### src/rtl/pu_pkg.sv
// Package for the permutation unrank block: sizes, types and state codes.
`timescale 1ns / 1ps
package pu_pkg;

   localparam int MAX_N    = 18;
   localparam int VAL_W    = 5;
   localparam int RANK_W   = 53;
   localparam int CHUNK    = 8;
   localparam int CHUNKS   = (RANK_W + CHUNK - 1) / CHUNK;
   localparam int DIV_W    = CHUNKS * CHUNK;
   localparam int STEP_W   = $clog2(CHUNKS);
   localparam int REQ_W    = ((RANK_W + 7) / 8) * 8;
   localparam int RSP_W    = ((2 * VAL_W + 7) / 8) * 8;

   typedef enum logic [1:0] {
      ST_IDLE,
      ST_DIVIDE,
      ST_EMIT
   } state_type;

   // digit from the divider into the cell row
   typedef struct packed {
      logic             push;
      logic [VAL_W-1:0] digit;
      logic             done;
   } digit_type;

   // control shared by every cell of the row
   typedef struct packed {
      logic             init;
      logic             push;
      logic             pop;
      logic [VAL_W-1:0] pick;
   } cell_ctrl_type;

endpackage

### src/rtl/pu_cell.sv
// One cell of the row: a digit slot and an unused-value slot with neighbor links.
`timescale 1ns / 1ps
module pu_cell (
   input  logic                           clock,
   input  pu_pkg::cell_ctrl_type          ctrl,
   input  logic [pu_pkg::VAL_W-1:0]       cell_index,
   input  logic [pu_pkg::VAL_W-1:0]       lower_digit,
   input  logic [pu_pkg::VAL_W-1:0]       upper_digit,
   input  logic [pu_pkg::VAL_W-1:0]       upper_value,
   output logic [pu_pkg::VAL_W-1:0]       digit,
   output logic [pu_pkg::VAL_W-1:0]       value
);

   logic [pu_pkg::VAL_W-1:0] digit_ff;
   logic [pu_pkg::VAL_W-1:0] digit_in;
   logic [pu_pkg::VAL_W-1:0] value_ff;
   logic [pu_pkg::VAL_W-1:0] value_in;

   always_comb begin
      digit_in = digit_ff;
      if (ctrl.push) begin
         digit_in = lower_digit;
      end else if (ctrl.pop) begin
         digit_in = upper_digit;
      end
   end

   // removing the picked value closes the gap from above
   always_comb begin
      value_in = value_ff;
      if (ctrl.init) begin
         value_in = cell_index;
      end else if (ctrl.pop && (cell_index >= ctrl.pick)) begin
         value_in = upper_value;
      end
   end

   always_ff @(posedge clock) begin
      digit_ff <= digit_in;
      value_ff <= value_in;
   end

   assign digit = digit_ff;
   assign value = value_ff;

endmodule

### src/rtl/pu_divider.sv
// Factorial-base digit unit: divides the rank by 1..n, eight quotient bits a cycle.
`timescale 1ns / 1ps
module pu_divider (
   input  logic                          clock,
   input  logic                          reset,
   input  logic                          load,
   input  logic [pu_pkg::RANK_W-1:0]     rank,
   input  logic [pu_pkg::VAL_W-1:0]      size,
   output pu_pkg::digit_type             dig
);

   logic                             busy_ff;
   logic                             busy_in;
   logic [pu_pkg::STEP_W-1:0]        step_ff;
   logic [pu_pkg::STEP_W-1:0]        step_in;
   logic [pu_pkg::VAL_W-1:0]         div_ff;
   logic [pu_pkg::VAL_W-1:0]         div_in;
   logic [pu_pkg::DIV_W-1:0]         quot_ff;
   logic [pu_pkg::DIV_W-1:0]         quot_in;
   logic [pu_pkg::VAL_W-1:0]         rem_ff;
   logic [pu_pkg::VAL_W-1:0]         rem_in;
   logic [pu_pkg::VAL_W-1:0]         rem_next;
   logic [pu_pkg::CHUNK-1:0]         qbits;
   logic                             chunk_end;

   // restoring division of the top byte, remainder stays below the divisor
   always_comb begin
      logic [pu_pkg::VAL_W:0] trial;
      logic [pu_pkg::VAL_W-1:0] r;
      r = rem_ff;
      qbits = '0;
      for (int k = 0; k < pu_pkg::CHUNK; k++) begin
         trial = {r, quot_ff[pu_pkg::DIV_W-1-k]};
         if (trial >= {1'b0, div_ff}) begin
            trial = trial - {1'b0, div_ff};
            qbits[pu_pkg::CHUNK-1-k] = 1'b1;
         end
         r = trial[pu_pkg::VAL_W-1:0];
      end
      rem_next = r;
   end

   assign chunk_end = busy_ff && (step_ff == pu_pkg::STEP_W'(pu_pkg::CHUNKS - 1));

   always_comb begin
      busy_in = busy_ff;
      step_in = step_ff;
      div_in  = div_ff;
      if (load) begin
         busy_in = 1'b1;
         step_in = '0;
         div_in  = pu_pkg::VAL_W'(1);
      end else if (busy_ff) begin
         step_in = step_ff + pu_pkg::STEP_W'(1);
         if (chunk_end) begin
            step_in = '0;
            div_in  = div_ff + pu_pkg::VAL_W'(1);
            if (div_ff == size) begin
               busy_in = 1'b0;
            end
         end
      end
   end

   always_comb begin
      quot_in = quot_ff;
      rem_in  = rem_ff;
      if (load) begin
         quot_in = pu_pkg::DIV_W'(rank);
         rem_in  = '0;
      end else if (busy_ff) begin
         quot_in = {quot_ff[pu_pkg::DIV_W-pu_pkg::CHUNK-1:0], qbits};
         rem_in  = chunk_end ? '0 : rem_next;
      end
   end

   always_ff @(posedge clock) begin
      if (reset) begin
         busy_ff <= 1'b0;
         step_ff <= '0;
         div_ff  <= pu_pkg::VAL_W'(1);
      end else begin
         busy_ff <= busy_in;
         step_ff <= step_in;
         div_ff  <= div_in;
      end
   end

   always_ff @(posedge clock) begin
      quot_ff <= quot_in;
      rem_ff  <= rem_in;
   end

   assign dig.push  = chunk_end;
   assign dig.digit = rem_next;
   assign dig.done  = chunk_end && (div_ff == size);

endmodule

### src/rtl/permutation_unrank_unit.sv
// Top level of the permutation unrank block: control, cell row and result register.
//
// Usage: a rank arrives as one transaction on the req_ channel (rank in
// req_tdata[52:0]). The block answers with n transactions on the rsp_
// channel, one per position in order: element in rsp_tdata[4:0], position
// in rsp_tdata[9:5], rsp_tlast high on the final one. n is the size
// register written through csr_wen / csr_wdata (0 acts as 1, above 18 as 18).
// Flow: after acceptance the digit unit divides the rank by 1..n, eight
// quotient bits a cycle over a 56-bit word; once the last digit is in the
// cell row the block enters its emit state and loads the first result, then one
// result per cycle while rsp_tready is high. One rank is handled at a time:
// a new rank is accepted only after the divider loop and the walk of the cell
// row, one pick per result, have ended with the final result loaded.
// A stalled receiver holds the result register and freezes the cell row; the
// next rank can be accepted while the final result still waits.
// Reset empties the result register, returns to idle and sets the size to 18.
`timescale 1ns / 1ps
module permutation_unrank_unit (
   input  logic                        clock,
   input  logic                        reset,
   // rank[52:0]
   input  logic [pu_pkg::REQ_W-1:0]    req_tdata,
   input  logic                        req_tvalid,
   output logic                        req_tready,
   // element[4:0], position[9:5]
   output logic [pu_pkg::RSP_W-1:0]    rsp_tdata,
   output logic                        rsp_tlast,
   output logic                        rsp_tvalid,
   input  logic                        rsp_tready,
   input  logic                        csr_wen,
   input  logic [pu_pkg::VAL_W-1:0]    csr_wdata
);

   pu_pkg::state_type                state_ff;
   pu_pkg::state_type                state_in;
   logic [pu_pkg::VAL_W-1:0]         size_ff;
   logic [pu_pkg::VAL_W-1:0]         size_in;
   logic [pu_pkg::VAL_W-1:0]         n_eff;
   logic [pu_pkg::VAL_W-1:0]         pos_ff;
   logic [pu_pkg::VAL_W-1:0]         pos_in;
   logic                             out_valid_ff;
   logic                             out_valid_in;
   logic [pu_pkg::VAL_W-1:0]         out_element_ff;
   logic [pu_pkg::VAL_W-1:0]         out_position_ff;
   logic                             out_last_ff;
   logic                             accept;
   logic                             load_out;
   logic                             is_last;
   logic [pu_pkg::VAL_W-1:0]         picked;
   pu_pkg::digit_type                dig;
   pu_pkg::cell_ctrl_type            ctrl;
   logic [pu_pkg::VAL_W-1:0]         digit_w [pu_pkg::MAX_N];
   logic [pu_pkg::VAL_W-1:0]         value_w [pu_pkg::MAX_N];

   always_comb begin
      n_eff = size_ff;
      if (size_ff == '0) begin
         n_eff = pu_pkg::VAL_W'(1);
      end else if (size_ff > pu_pkg::VAL_W'(pu_pkg::MAX_N)) begin
         n_eff = pu_pkg::VAL_W'(pu_pkg::MAX_N);
      end
   end

   assign size_in = csr_wen ? csr_wdata : size_ff;

   pu_divider u_divider (
      .clock (clock),
      .reset (reset),
      .load  (accept),
      .rank  (req_tdata[pu_pkg::RANK_W-1:0]),
      .size  (n_eff),
      .dig   (dig)
   );

   // next state
   always_comb begin
      state_in = state_ff;
      case (state_ff)
         pu_pkg::ST_IDLE: begin
            if (req_tvalid) begin
               state_in = pu_pkg::ST_DIVIDE;
            end
         end
         pu_pkg::ST_DIVIDE: begin
            if (dig.done) begin
               state_in = pu_pkg::ST_EMIT;
            end
         end
         pu_pkg::ST_EMIT: begin
            if (load_out && is_last) begin
               state_in = pu_pkg::ST_IDLE;
            end
         end
         default: begin
            state_in = pu_pkg::ST_IDLE;
         end
      endcase
   end

   // outputs
   always_comb begin
      req_tready = 1'b0;
      load_out   = 1'b0;
      case (state_ff)
         pu_pkg::ST_IDLE: begin
            req_tready = 1'b1;
         end
         pu_pkg::ST_EMIT: begin
            load_out = !out_valid_ff || rsp_tready;
         end
         default: begin
            req_tready = 1'b0;
         end
      endcase
   end

   assign accept  = req_tvalid && req_tready;
   assign is_last = (pos_ff == (n_eff - pu_pkg::VAL_W'(1)));

   always_comb begin
      picked = '0;
      for (int i = 0; i < pu_pkg::MAX_N; i++) begin
         if (digit_w[0] == pu_pkg::VAL_W'(i)) begin
            picked = value_w[i];
         end
      end
   end

   assign ctrl.init = accept;
   assign ctrl.push = dig.push;
   assign ctrl.pop  = load_out;
   assign ctrl.pick = digit_w[0];

   genvar gi;
   generate
      for (gi = 0; gi < pu_pkg::MAX_N; gi++) begin : g_cell
         logic [pu_pkg::VAL_W-1:0] lower_digit;
         logic [pu_pkg::VAL_W-1:0] upper_digit;
         logic [pu_pkg::VAL_W-1:0] upper_value;

         if (gi == 0) begin : g_first
            assign lower_digit = dig.digit;
         end else begin : g_mid_low
            assign lower_digit = digit_w[gi-1];
         end

         if (gi == pu_pkg::MAX_N - 1) begin : g_last
            assign upper_digit = '0;
            assign upper_value = '0;
         end else begin : g_mid_up
            assign upper_digit = digit_w[gi+1];
            assign upper_value = value_w[gi+1];
         end

         pu_cell u_cell (
            .clock       (clock),
            .ctrl        (ctrl),
            .cell_index  (pu_pkg::VAL_W'(gi)),
            .lower_digit (lower_digit),
            .upper_digit (upper_digit),
            .upper_value (upper_value),
            .digit       (digit_w[gi]),
            .value       (value_w[gi])
         );
      end
   endgenerate

   always_comb begin
      pos_in = pos_ff;
      if (accept) begin
         pos_in = '0;
      end else if (load_out) begin
         pos_in = pos_ff + pu_pkg::VAL_W'(1);
      end
   end

   always_comb begin
      out_valid_in = out_valid_ff;
      if (load_out) begin
         out_valid_in = 1'b1;
      end else if (rsp_tready) begin
         out_valid_in = 1'b0;
      end
   end

   always_ff @(posedge clock) begin
      if (reset) begin
         state_ff     <= pu_pkg::ST_IDLE;
         size_ff      <= pu_pkg::VAL_W'(pu_pkg::MAX_N);
         pos_ff       <= '0;
         out_valid_ff <= 1'b0;
      end else begin
         state_ff     <= state_in;
         size_ff      <= size_in;
         pos_ff       <= pos_in;
         out_valid_ff <= out_valid_in;
      end
   end

   always_ff @(posedge clock) begin
      if (load_out) begin
         out_element_ff  <= picked;
         out_position_ff <= pos_ff;
         out_last_ff     <= is_last;
      end
   end

   assign rsp_tvalid = out_valid_ff;
   assign rsp_tdata  = pu_pkg::RSP_W'({out_position_ff, out_element_ff});
   assign rsp_tlast  = out_last_ff;

endmodule

### config.mk
export PLATFORM = sky130hd
export DESIGN_NAME = permutation_unrank_unit
export DESIGN_NICKNAME = d
export VERILOG_FILES = /design/src/rtl/pu_pkg.sv /design/src/rtl/pu_cell.sv /design/src/rtl/pu_divider.sv /design/src/rtl/permutation_unrank_unit.sv
export SDC_FILE = /design/constraint.sdc
export NUM_CORES = 1
export LEC_CHECK = 0
export BUFFER_PORTS_ARGS = -buffer_cell sky130_fd_sc_hd__buf_4
export CAP_MARGIN = 10
export CORE_MARGIN = 10
export CORE_UTILIZATION = 40
export CTS_BUF_LIST = sky130_fd_sc_hd__clkbuf_8
export DETAILED_ROUTE_END_ITERATION = 6
export GPL_TIMING_DRIVEN = 0
export PLACE_DENSITY = 0.59
export SETUP_SLACK_MARGIN = 0.5
export SYNTH_ARGS = -nofsm -noshare
export SYNTH_HDL_FRONTEND = slang
export SYNTH_SLANG_ARGS = --single-unit
### constraint.sdc
create_clock -name clock -period 15.35 [get_ports clock]
set_input_delay 0 -clock clock [delete_from_list [all_inputs] [get_ports clock]]
set_output_delay 0 -clock clock [all_outputs]
set_load 0.03 [all_outputs]
---- Yosys cells after proc, flatten, opt, wreduce, memory -nomap -nowiden ----
Index checks and enable logic that the tools add are counted.
operators by class
  add/subtract/negate cells ............... 12
  magnitude comparators ................... 27
  eq/ne operators ......................... 25
  multiplexer cells ....................... 88
  reduce and logical (&&, ||, !) cells .... 33
operators with widths
  kind                                                                                number
  5-bit 2-to-1 mux                                                                    65
  53-bit 2-to-1 mux                                                                   2
  6-bit by 5-bit greater-or-equal comparator with 1-bit output                        8
  5-bit by 4-bit == test with 1-bit output, second input constant                     8
  4-bit by 5-bit greater-or-equal comparator with 1-bit output, first input constant  8
  5-bit subtractor                                                                    8
  1-bit logical AND                                                                   22
  5-bit by 3-bit == test with 1-bit output, second input constant                     4
  3-bit by 5-bit greater-or-equal comparator with 1-bit output, first input constant  4
  1-bit 2-to-1 mux                                                                    16
  5-bit by 1-bit adder with 5-bit output, second input constant                       2
  5-bit by 2-bit == test with 1-bit output, second input constant                     2
  5-bit == test                                                                       2
  5-bit == test, second input constant                                                2
  1-bit by 5-bit greater-or-equal comparator with 1-bit output, first input constant  2
  2-bit by 5-bit greater-or-equal comparator with 1-bit output, first input constant  2
  5-bit greater-or-equal comparator, first input constant                             2
  5-bit logical NOT                                                                   2
  2-bit 2-to-1 mux                                                                    3
  2-bit inequality test, second input constant                                        3
  2-bit case mux with 3 select lines                                                  1
  2-bit nonzero test                                                                  3
  5-bit by 1-bit == test with 1-bit output, second input constant                     1
  5-bit greater-than comparator, second input constant                                1
  other kinds (12)                                                                    12
storage, ports and cells
  bits in registers ....................... 268
  bits of input ports ..................... 66
  word-level logic and storage cells ...... 235

---- Depth between registers and ports, before layout ----
Gate-level depths: netlist of run 1.
  depth in word-level cells ............... 19
  depth in mapped cells ................... 74
  depth with buffers taken out ............ 72

---- Modules after synthesis ----
From an unflattened synthesis of run 1, not the netlist that was laid out.
unflattened totals
  cells, all modules ...................... 1504
  area, all modules ....................... 17942.2 um^2
by module, submodules not included
  module                   instances  cells an instance  area each (um^2)  sequential area each (um^2)
  pu_cell                  18         39                 573.0             300.3
  pu_divider               1          512                5348.9            1931.9
  permutation_unrank_unit  1          290                2278.4            590.6

---- Worst setup path before layout of run 1 ----
No wires, ideal clock.
  path kind ............................... reg-to-reg
  start point ............................. register u_divider.div_ff[1] (netlist name)
  end point ............................... register g_cell[0].u_cell.digit_ff, in the netlist g_cell[0].u_cell.digit[0] (data pin)
  arrival time ............................ 13.615 ns
  required time ........................... 15.084 ns
  setup slack ............................. 1.469 ns
  stages on the path, launching flop included .. 66
  period minus slack after synthesis ...... 13.881 ns
  cells stage by stage .................... dfxtp_1 -> inv_1 -> fa_1 -> a21oi_1 -> o221ai_2 -> o21ai_0 -> inv_1 -> ha_1 -> and3_1 -> a31o_2 -> a221oi_4 -> nand2_1 -> nand2_1 -> a21boi_0 -> inv_1 -> fa_1 -> nand2b_1 -> a21oi_1 -> (+30 left out) -> ha_1 -> a21boi_0 -> o21ai_0 -> nand2b_1 -> a21oi_1 -> inv_1 -> nor3_1 -> mux2i_1 -> ha_1 -> a21boi_0 -> o21ai_0 -> nand2b_1 -> a21oi_1 -> o311ai_1 -> o31a_1 -> buf_6 -> mux2i_1 -> o21ai_1
between the ends
  cells in the longest elaborated chain, start to end .. 17
RTL lines
  what                                                                                              RTL line                            RTL
  start: declaration                                                                                pu_divider.sv:16                    logic [pu_pkg::VAL_W-1:0] div_ff;
  start signal: assignment                                                                          pu_divider.sv:81                    div_ff <= pu_pkg::VAL_W'(1);
  start signal: assignment                                                                          pu_divider.sv:85                    div_ff <= div_in;
  5-bit subtractor or 6-bit by 5-bit greater-or-equal comparator with 1-bit output (tied branches)  pu_divider.sv:35, pu_divider.sv:34
  5-bit 2-to-1 mux                                                                                  pu_divider.sv:34                    if (trial >= {1'b0, div_ff}) begin
  5-bit subtractor or 6-bit by 5-bit greater-or-equal comparator with 1-bit output (tied branches)  pu_divider.sv:35, pu_divider.sv:34
  5-bit 2-to-1 mux                                                                                  pu_divider.sv:34
  5-bit subtractor or 6-bit by 5-bit greater-or-equal comparator with 1-bit output (tied branches)  pu_divider.sv:35, pu_divider.sv:34
  5-bit 2-to-1 mux                                                                                  pu_divider.sv:34
  5-bit subtractor or 6-bit by 5-bit greater-or-equal comparator with 1-bit output (tied branches)  pu_divider.sv:35, pu_divider.sv:34
  5-bit 2-to-1 mux                                                                                  pu_divider.sv:34
  (+2 left out)                                                                                     -
  5-bit subtractor or 6-bit by 5-bit greater-or-equal comparator with 1-bit output (tied branches)  pu_divider.sv:35, pu_divider.sv:34
  5-bit 2-to-1 mux                                                                                  pu_divider.sv:34
  5-bit subtractor or 6-bit by 5-bit greater-or-equal comparator with 1-bit output (tied branches)  pu_divider.sv:35, pu_divider.sv:34
  5-bit 2-to-1 mux                                                                                  pu_divider.sv:34
  6-bit by 5-bit greater-or-equal comparator with 1-bit output (*)                                  pu_divider.sv:34
  5-bit 2-to-1 mux (*)                                                                              pu_divider.sv:34
  5-bit 2-to-1 mux (*)                                                                              pu_cell.sv:21                       if (ctrl.push) begin
  net g_cell[0].u_cell.digit_in (one bit)                                                           pu_cell.sv:15                       logic [pu_pkg::VAL_W-1:0] digit_in;
  end signal: assignment                                                                            pu_cell.sv:39                       digit_ff <= digit_in;
  end: declaration                                                                                  pu_cell.sv:14                       logic [pu_pkg::VAL_W-1:0] digit_ff;
Mark *: on every way through the listed nets, which the timed path passes. The rest lies on a longest branch.
A chain may end at the register's enable or synchronous reset.

---- Worst setup path in the final report of run 1 ----
  start point ............................. register u_divider.quot_ff[55] (netlist name)
  end point ............................... register g_cell[0].u_cell.digit_ff, in the netlist g_cell[0].u_cell.digit[0] (data pin)
between the ends
  cells in the longest elaborated chain, start to end .. 17
RTL lines
  what                                                                                              RTL line                            RTL
  start: declaration                                                                                pu_divider.sv:18                    logic [pu_pkg::DIV_W-1:0] quot_ff;
  start signal: assignment                                                                          pu_divider.sv:90                    quot_ff <= quot_in;
  5-bit subtractor or 6-bit by 5-bit greater-or-equal comparator with 1-bit output (tied branches)  pu_divider.sv:35, pu_divider.sv:34
  5-bit 2-to-1 mux (*)                                                                              pu_divider.sv:34
  5-bit subtractor or 6-bit by 5-bit greater-or-equal comparator with 1-bit output (tied branches)  pu_divider.sv:35, pu_divider.sv:34
  5-bit 2-to-1 mux (*)                                                                              pu_divider.sv:34
  5-bit subtractor or 6-bit by 5-bit greater-or-equal comparator with 1-bit output (tied branches)  pu_divider.sv:35, pu_divider.sv:34
  5-bit 2-to-1 mux (*)                                                                              pu_divider.sv:34
  5-bit subtractor or 6-bit by 5-bit greater-or-equal comparator with 1-bit output (tied branches)  pu_divider.sv:35, pu_divider.sv:34
  5-bit 2-to-1 mux (*)                                                                              pu_divider.sv:34
  (+2 left out)                                                                                     -
  6-bit by 5-bit greater-or-equal comparator with 1-bit output or 5-bit subtractor (tied branches)  pu_divider.sv:34, pu_divider.sv:35
  5-bit 2-to-1 mux (*)                                                                              pu_divider.sv:34
  5-bit subtractor or 6-bit by 5-bit greater-or-equal comparator with 1-bit output (tied branches)  pu_divider.sv:35, pu_divider.sv:34
  5-bit 2-to-1 mux (*)                                                                              pu_divider.sv:34
  6-bit by 5-bit greater-or-equal comparator with 1-bit output (*)                                  pu_divider.sv:34
  5-bit 2-to-1 mux (*)                                                                              pu_divider.sv:34
  5-bit 2-to-1 mux (*)                                                                              pu_cell.sv:21
  net g_cell[0].u_cell.digit_in (one bit)                                                           pu_cell.sv:15
Marks and branches as above.

==> impl_metrics.py, run 1 <==
metrics = {
    "route": {
        "route.vias.total": 11395,
        "drc": 0,
        "via_per_inst": 5.14,
        "drtIter0Drc": 789,
        "first_pass_iters": 5,
        "wire_per_inst_um": 16.8,
        "wirelength_um": 37300,
        "ant_nets": 0,
    },
    "synthesis": {
        "ys_ff_latch": 261,
        "ys.flop_type": "edfxtp_1",
        "syn-instance-count": 1500,
        "synth_edf_count": 154,
        "syn-cell-area_um2": 13600,
        "synth.distinct_cells": 84,
        "postSynth.asyncResetShare_pct": 0,
        "ys_seq_area_share_pct": 49.7,
        "avgSynthCellArea_um2": 9.08,
        "yosysWarnings": 0,
    },
    "cells_and_area": {
        "final_cell_mix": "nand2_1 (493), edfxtp_1 (154), nor2_1 (111), buf_4 (109), dfxtp_1 (103)",
        "fin_util_pct": 50.3,
        "final_common_cell": "nand2_1",
        "nets": 1847,
        "area_delta_synth_final_pct": 23.8,
        "drive_gt1_share_pct": 13.6,
        "fin_cells": 2215,
    },
    "sta": {
        "hold_viol": 0,
        "tns_ns": 0,
        "post-route-period-util_pct": 90.8,
        "skew_ns": 0.0534,
        "setup_viol": 0,
        "max_freq_mhz": 71.8,
        "finalWorstSetupSlack_ns": 1.42,
        "grt_setup_unrepaired": "false",
        "slew_viol_final": 0,
        "tightest_slew_ns": 0.982,
        "period_needed_ns": 13.93,
        "max-slew-margin-rel_pct": 34.0,
    },
    "clock_network": {
        "cts_root_buf": "clkbuf_8",
        "clk_pin_slew_worst_paths_ns": 0.06,
        "cts_buffers": 46,
        "clk-insertion-delay-late_ns": 0.58,
        "clockBufferDepth": 3,
        "cts_tree": "done",
        "cts.sinks": 261,
        "cts-htree-levels": 2,
    },
    "global_routing": {
        "grt_pass1_vias": 11162,
        "antenna_found_initial": 1,
        "grt_usage_pct": 17.3,
        "gr-total-overflow": 0,
        "grt_pass1_wl_um": 59100,
        "grt_max_degree": 47,
    },
    "critical_path": {
        "r2r_slack_ns": 1.42,
        "slowest_delay_ns": 0.48,
        "path_buf_inv": 12,
        "start_kind": "register",
        "crit_path_frequent_cell": "inv_1",
        "path_max_fanout": 10,
        "critical_path_required_ns": 15.64,
        "cp-end-kind": "register",
        "crit_type": "reg -> reg",
        "path_delay_family": "compound AO/OA/AOI/OAI gates",
        "slowest_stage": "fa_1",
        "arrival_ns": 14.23,
    },
    "place": {
        "place.gp.congestion": 0.903,
        "post-place-ws_ns": -2.23,
        "portBuffers": 73,
        "dp_cells": 2028,
        "post-dp-hpwl_um": 25500,
    },
    "floorplan": {
        "num_rows": 67,
        "ios": 85,
        "dieWidth_um": 205,
        "initial_core_util_pct": 40.6,
        "die_h_um": 205,
        "dieArea_um2": 41800,
        "core_area_um2": 33500,
    },
    "job": {
        "drv_cap": 0,
    },
    "worst_hold_path": {
        "hp-class": "in -> reg",
    },
    "status": {
        "status": "finished, final reports clean",
    },
}
[synth_stat cells, types with 20 or more instances]
master | n | share of area (%)
xor2_1 | 20 | 1.3
edfxtp_1 | 154 | 34
dfxtp_1 | 107 | 16
o21ai_0 | 34 | 1.2
nand3_1 | 32 | 1.2
nor2_1 | 112 | 3.1
a21oi_1 | 74 | 2.7
nand2_1 | 496 | 14
inv_1 | 37 | 1.0
clkbuf_1 | 59 | 1.6
ha_1 | 45 | 4.1
mux2i_1 | 65 | 4.8
[metrics by stage]
stage	instance area [µm²]	hold slack [ns]
after floorplan	13600	0.122
after global placement	14800	0.211
after detailed placement	14800	0.214
after CTS	16600	0.198
after global routing	16900	0.238
final	16900	0.224
[cell type report]
class	count	area (µm²)
Buffer	79	345
Inverter	39	158
Clock buffer	56	771
Antenna cell	1	2.50
Clock inverter	30	171
Multi-Input combinational cell	1126	6570
Tap cell	448	561
Timing Repair Buffer	175	1520
Sequential cell	261	6780
Fill cell	3207	16700
[routing by layer]
layer / wire length (µm) / vias up / global-route usage (%)
met5: 0 / - / 0
met4: 740 / 0 / 4.87
met1: 17500 / 5427 / 23.4
met3: 1750 / 66 / 2.84
li1: - / 5629 / -
met2: 17300 / 273 / 28.1
[worst min-delay path, cell delays in order]
cell and delay [ns]:
dlygate4sd3_1 0.52, buf_4 0.10, nand2_1 0.04, nand2_1 0.05
[cell families (layout without fill, tap and decap cells)]
group | count (synthesis) | after routing | synth area share, %
simple gates | 740 | 740 | 22.8
flops | 261 | 261 | 49.7
compound gates | 212 | 212 | 10.3
buf+inv | 118 | 379 | 3.59
mux | 76 | 76 | 5.77
fa+ha+maj | 53 | 53 | 5.31
xor+xnor | 39 | 39 | 2.51
other cells | 1 | 7 | 0.0275
[final timing paths]
check / from / depth (start not counted) / to
worst min register to register: g_cell[2].u_cell.value[1] / 2 / g_cell[1].u_cell.value[1]
worst min-delay path: req_tdata[16] / 4 / u_divider.quot_ff[16]
worst max-delay path: u_divider.quot_ff[55] / 69 / g_cell[0].u_cell.digit[0]
worst max register to register: u_divider.quot_ff[55] / 69 / g_cell[0].u_cell.digit[0]
[sequential cells by signal, summed over array words and instances (netlist names)]
register	cells
pos_ff	5
g_cell.u_cell.value	77
state_ff	2
rsp_tvalid	1
u_divider.div_ff	5
rsp_tlast	1
g_cell.u_cell.digit	90
out_position_ff	5
out_element_ff	5
size_ff	5
u_divider.quot_ff	56
u_divider.rem_ff	5
u_divider.busy_ff	1
u_divider.step_ff	3
[timing repair]
item,in CTS,in global routing
hold buffers,70,0
hold endpoints to repair,65,0
setup endpoints to repair,12,11
buffers inserted,8,22
gates resized for setup,22,29
cloned,0,0
pin swaps,3,14
Power of run 1 is left out: the tool's default activity adds up to more than one toggle a clock period on the data nets, which glitch-free logic cannot reach.
==> run 2: changes to the inputs <==
- ABC_AREA: not set -> 1
==> impl_metrics.py, run 2 <==
metrics = {
    "synthesis": {
        "synth.distinct_cells": 44,
        "ys.flop_type": "edfxtp_1",
        "yosysWarnings": 0,
        "ys_ff_latch": 261,
        "ys_seq_area_share_pct": 50.3,
        "synthTopCellsByCount": "nand2_1 (568), inv_1 (160), edfxtp_1 (154)",
        "syn-cell-area_um2": 13400,
        "avgSynthCellArea_um2": 8.24,
        "synth_area_leaders": "edfxtp_1 (34%), dfxtp_1 (16%), nand2_1 (16%), o21ai_0 (4.5%), inv_1 (4.5%)",
        "yosys.area.top_type": "edfxtp_1",
        "yosysTopAreaCellShare_pct": 34.4,
        "postSynth.asyncResetShare_pct": 0,
        "synth_edf_count": 154,
        "synth.most_common_cell": "nand2_1",
        "syn-instance-count": 1631,
    },
    "sta": {
        "max-slew-margin-rel_pct": 45.1,
        "finalWorstSetupSlack_ns": 2.21,
        "post-route-period-util_pct": 85.6,
        "tightest_slew_ns": 0.823,
        "max_freq_mhz": 76.1,
        "slew_viol_final": 0,
        "setup_viol": 0,
        "skew_ns": 0.0428,
        "grt_setup_unrepaired": "false",
        "hold_viol": 0,
        "period_needed_ns": 13.14,
        "tns_ns": 0,
    },
    "cells_and_area": {
        "final_common_cell": "nand2_1",
        "design_area_um2": 16200,
        "final_cell_mix": "nand2_1 (567), inv_1 (174), edfxtp_1 (154), nor2_1 (124), o21ai_0 (121)",
        "area_delta_synth_final_pct": 20.9,
        "multi_input_area_um2": 5880,
        "largest_reg_flops": 90,
        "drive_gt1_share_pct": 10.8,
        "nets": 1950,
        "seq_area_um2": 6770,
        "nFillCells": 3308,
    },
    "floorplan": {
        "ios": 85,
        "core_area_um2": 33400,
        "initial_core_util_pct": 40.3,
        "num_rows": 67,
        "dieArea_um2": 41300,
        "dieWidth_um": 203,
        "die_h_um": 203,
    },
    "critical_path": {
        "slowest_stage": "dfxtp_2",
        "critPathCapture": "g_cell[0].u_cell.digit[2]",
        "rr_worst_depth": 69,
        "arrival_ns": 13.47,
        "path_buf_inv": 12,
        "path_delay_family": "simple AND/OR/NAND/NOR gates",
        "cp-end-kind": "register",
        "r2r_slack_ns": 2.21,
        "path_max_fanout": 12,
        "crit_start": "u_divider.div_ff[1]",
        "reg2reg_to": "g_cell[0].u_cell.digit[2]",
        "critical_path_required_ns": 15.68,
        "slowest_delay_ns": 0.65,
        "cp_num_cells": 69,
        "crit_type": "reg -> reg",
        "r2r-start": "u_divider.div_ff[1]",
        "crit_path_frequent_cell": "nand2_1",
        "start_kind": "register",
    },
    "global_routing": {
        "antenna_found_initial": 2,
        "gr-total-overflow": 0,
        "grt_pass1_wl_um": 58500,
        "grt_usage_pct": 17.3,
        "grt_max_degree": 58,
        "grt_pass1_vias": 11316,
    },
    "route": {
        "route.vias.total": 11424,
        "drc": 0,
        "wirelength_um": 35800,
        "first_pass_iters": 7,
        "ant_nets": 0,
        "via_per_inst": 4.93,
        "drtIter0Drc": 725,
        "wire_per_inst_um": 15.5,
    },
    "clock_network": {
        "cts_buffers": 46,
        "cts_tree": "done",
        "clk-insertion-delay-late_ns": 0.59,
        "clockBufferDepth": 3,
        "cts-htree-levels": 2,
        "clk_pin_slew_worst_paths_ns": 0.07,
        "cts_root_buf": "clkbuf_8",
        "cts.sinks": 261,
    },
    "status": {
        "status": "finished, final reports clean",
    },
    "place": {
        "portBuffers": 75,
        "dpl_cell_area_um2": 14600,
        "post-place-ws_ns": 1.82,
        "post-dp-hpwl_um": 25300,
        "place.gp.congestion": 0.911,
    },
    "job": {
        "drv_cap": 0,
    },
    "worst_hold_path": {
        "hp-class": "in -> reg",
    },
}
==> run 2: worst reg2reg max path: cells and delay by family, from the launching register on <==
kind,cells,cell delay (ns)
compound gates,12,3.64
buf+inv,12,1.30
simple gates,37,3.86
fa+ha+maj,8,3.43
flops,1,0.65
==> run 2: logic make-up (layout without fill, tap and decap cells) <==
group                      after synthesis  after routing  share of synthesized area (%)
AOI/OAI and AO/OA                      243            243                           9.83
xor gates and xnor gates                34             34                           2.22
adders and majority gates               53             53                           5.38
buffers and inverters                  212            442                           6.11
DFF                                    261            261                           50.3
other                                    1              8                         0.0279
and+or+nand+nor                        827            827                           26.1
==> run 2: area by class of cell <==
type / instances / area share [%]
Timing Repair Buffer: 147 / 8.07
Clock inverter: 26 / 0.716
Antenna cell: 2 / 0.0308
Multi-Input combinational cell: 1163 / 36.2
Tap cell: 448 / 3.45
Sequential cell: 261 / 41.7
Buffer: 47 / 1.24
Clock buffer: 57 / 4.83
Inverter: 165 / 3.81
==> run 2: worst min path at each step <==
stage,start,endpoint,slack (ns),cells past startpoint
2_1_floorplan,reset,rsp_tvalid,0.07,1
5_1_grt,reset,state_ff[0],0.19,3
4_1_cts,reset,state_ff[0],0.15,3
3_5_place_dp,csr_wdata[1],size_ff[1],0.23,3
6_report,req_tvalid,g_cell[7].u_cell.value[3],0.18,5
3_3_place_gp,csr_wdata[1],size_ff[1],0.22,3
==> run 2: what timing repair did <==
item	4_1_cts	5_1_grt
gates resized for setup	0	1
hold buffers	70	0
buffers inserted	0	0
endpoints found under the setup margin	0	3
hold endpoints to repair	73	0
==> run 2: routing by layer <==
metal / vias to the layer above / GRT usage (%) / wire length [µm]
li1: 5753 / - / -
met1: 5370 / 22.4 / 16600
met2: 239 / 28.5 / 16800
met3: 62 / 3.11 / 1510
met4: 0 / 5.78 / 888
met5: - / 0 / 0
==> run 2: metrics by stage <==
step	hold WS, ns	utilization (%)	std cells
5_1_grt	0.191	48.7	2316
3_3_place_gp	0.222	43.7	2159
2_1_floorplan	0.0691	-	1636
4_1_cts	0.151	48.7	2314
6_report	0.178	48.7	2316
3_5_place_dp	0.227	43.9	2161
Power of run 2 is left out for the same reason.
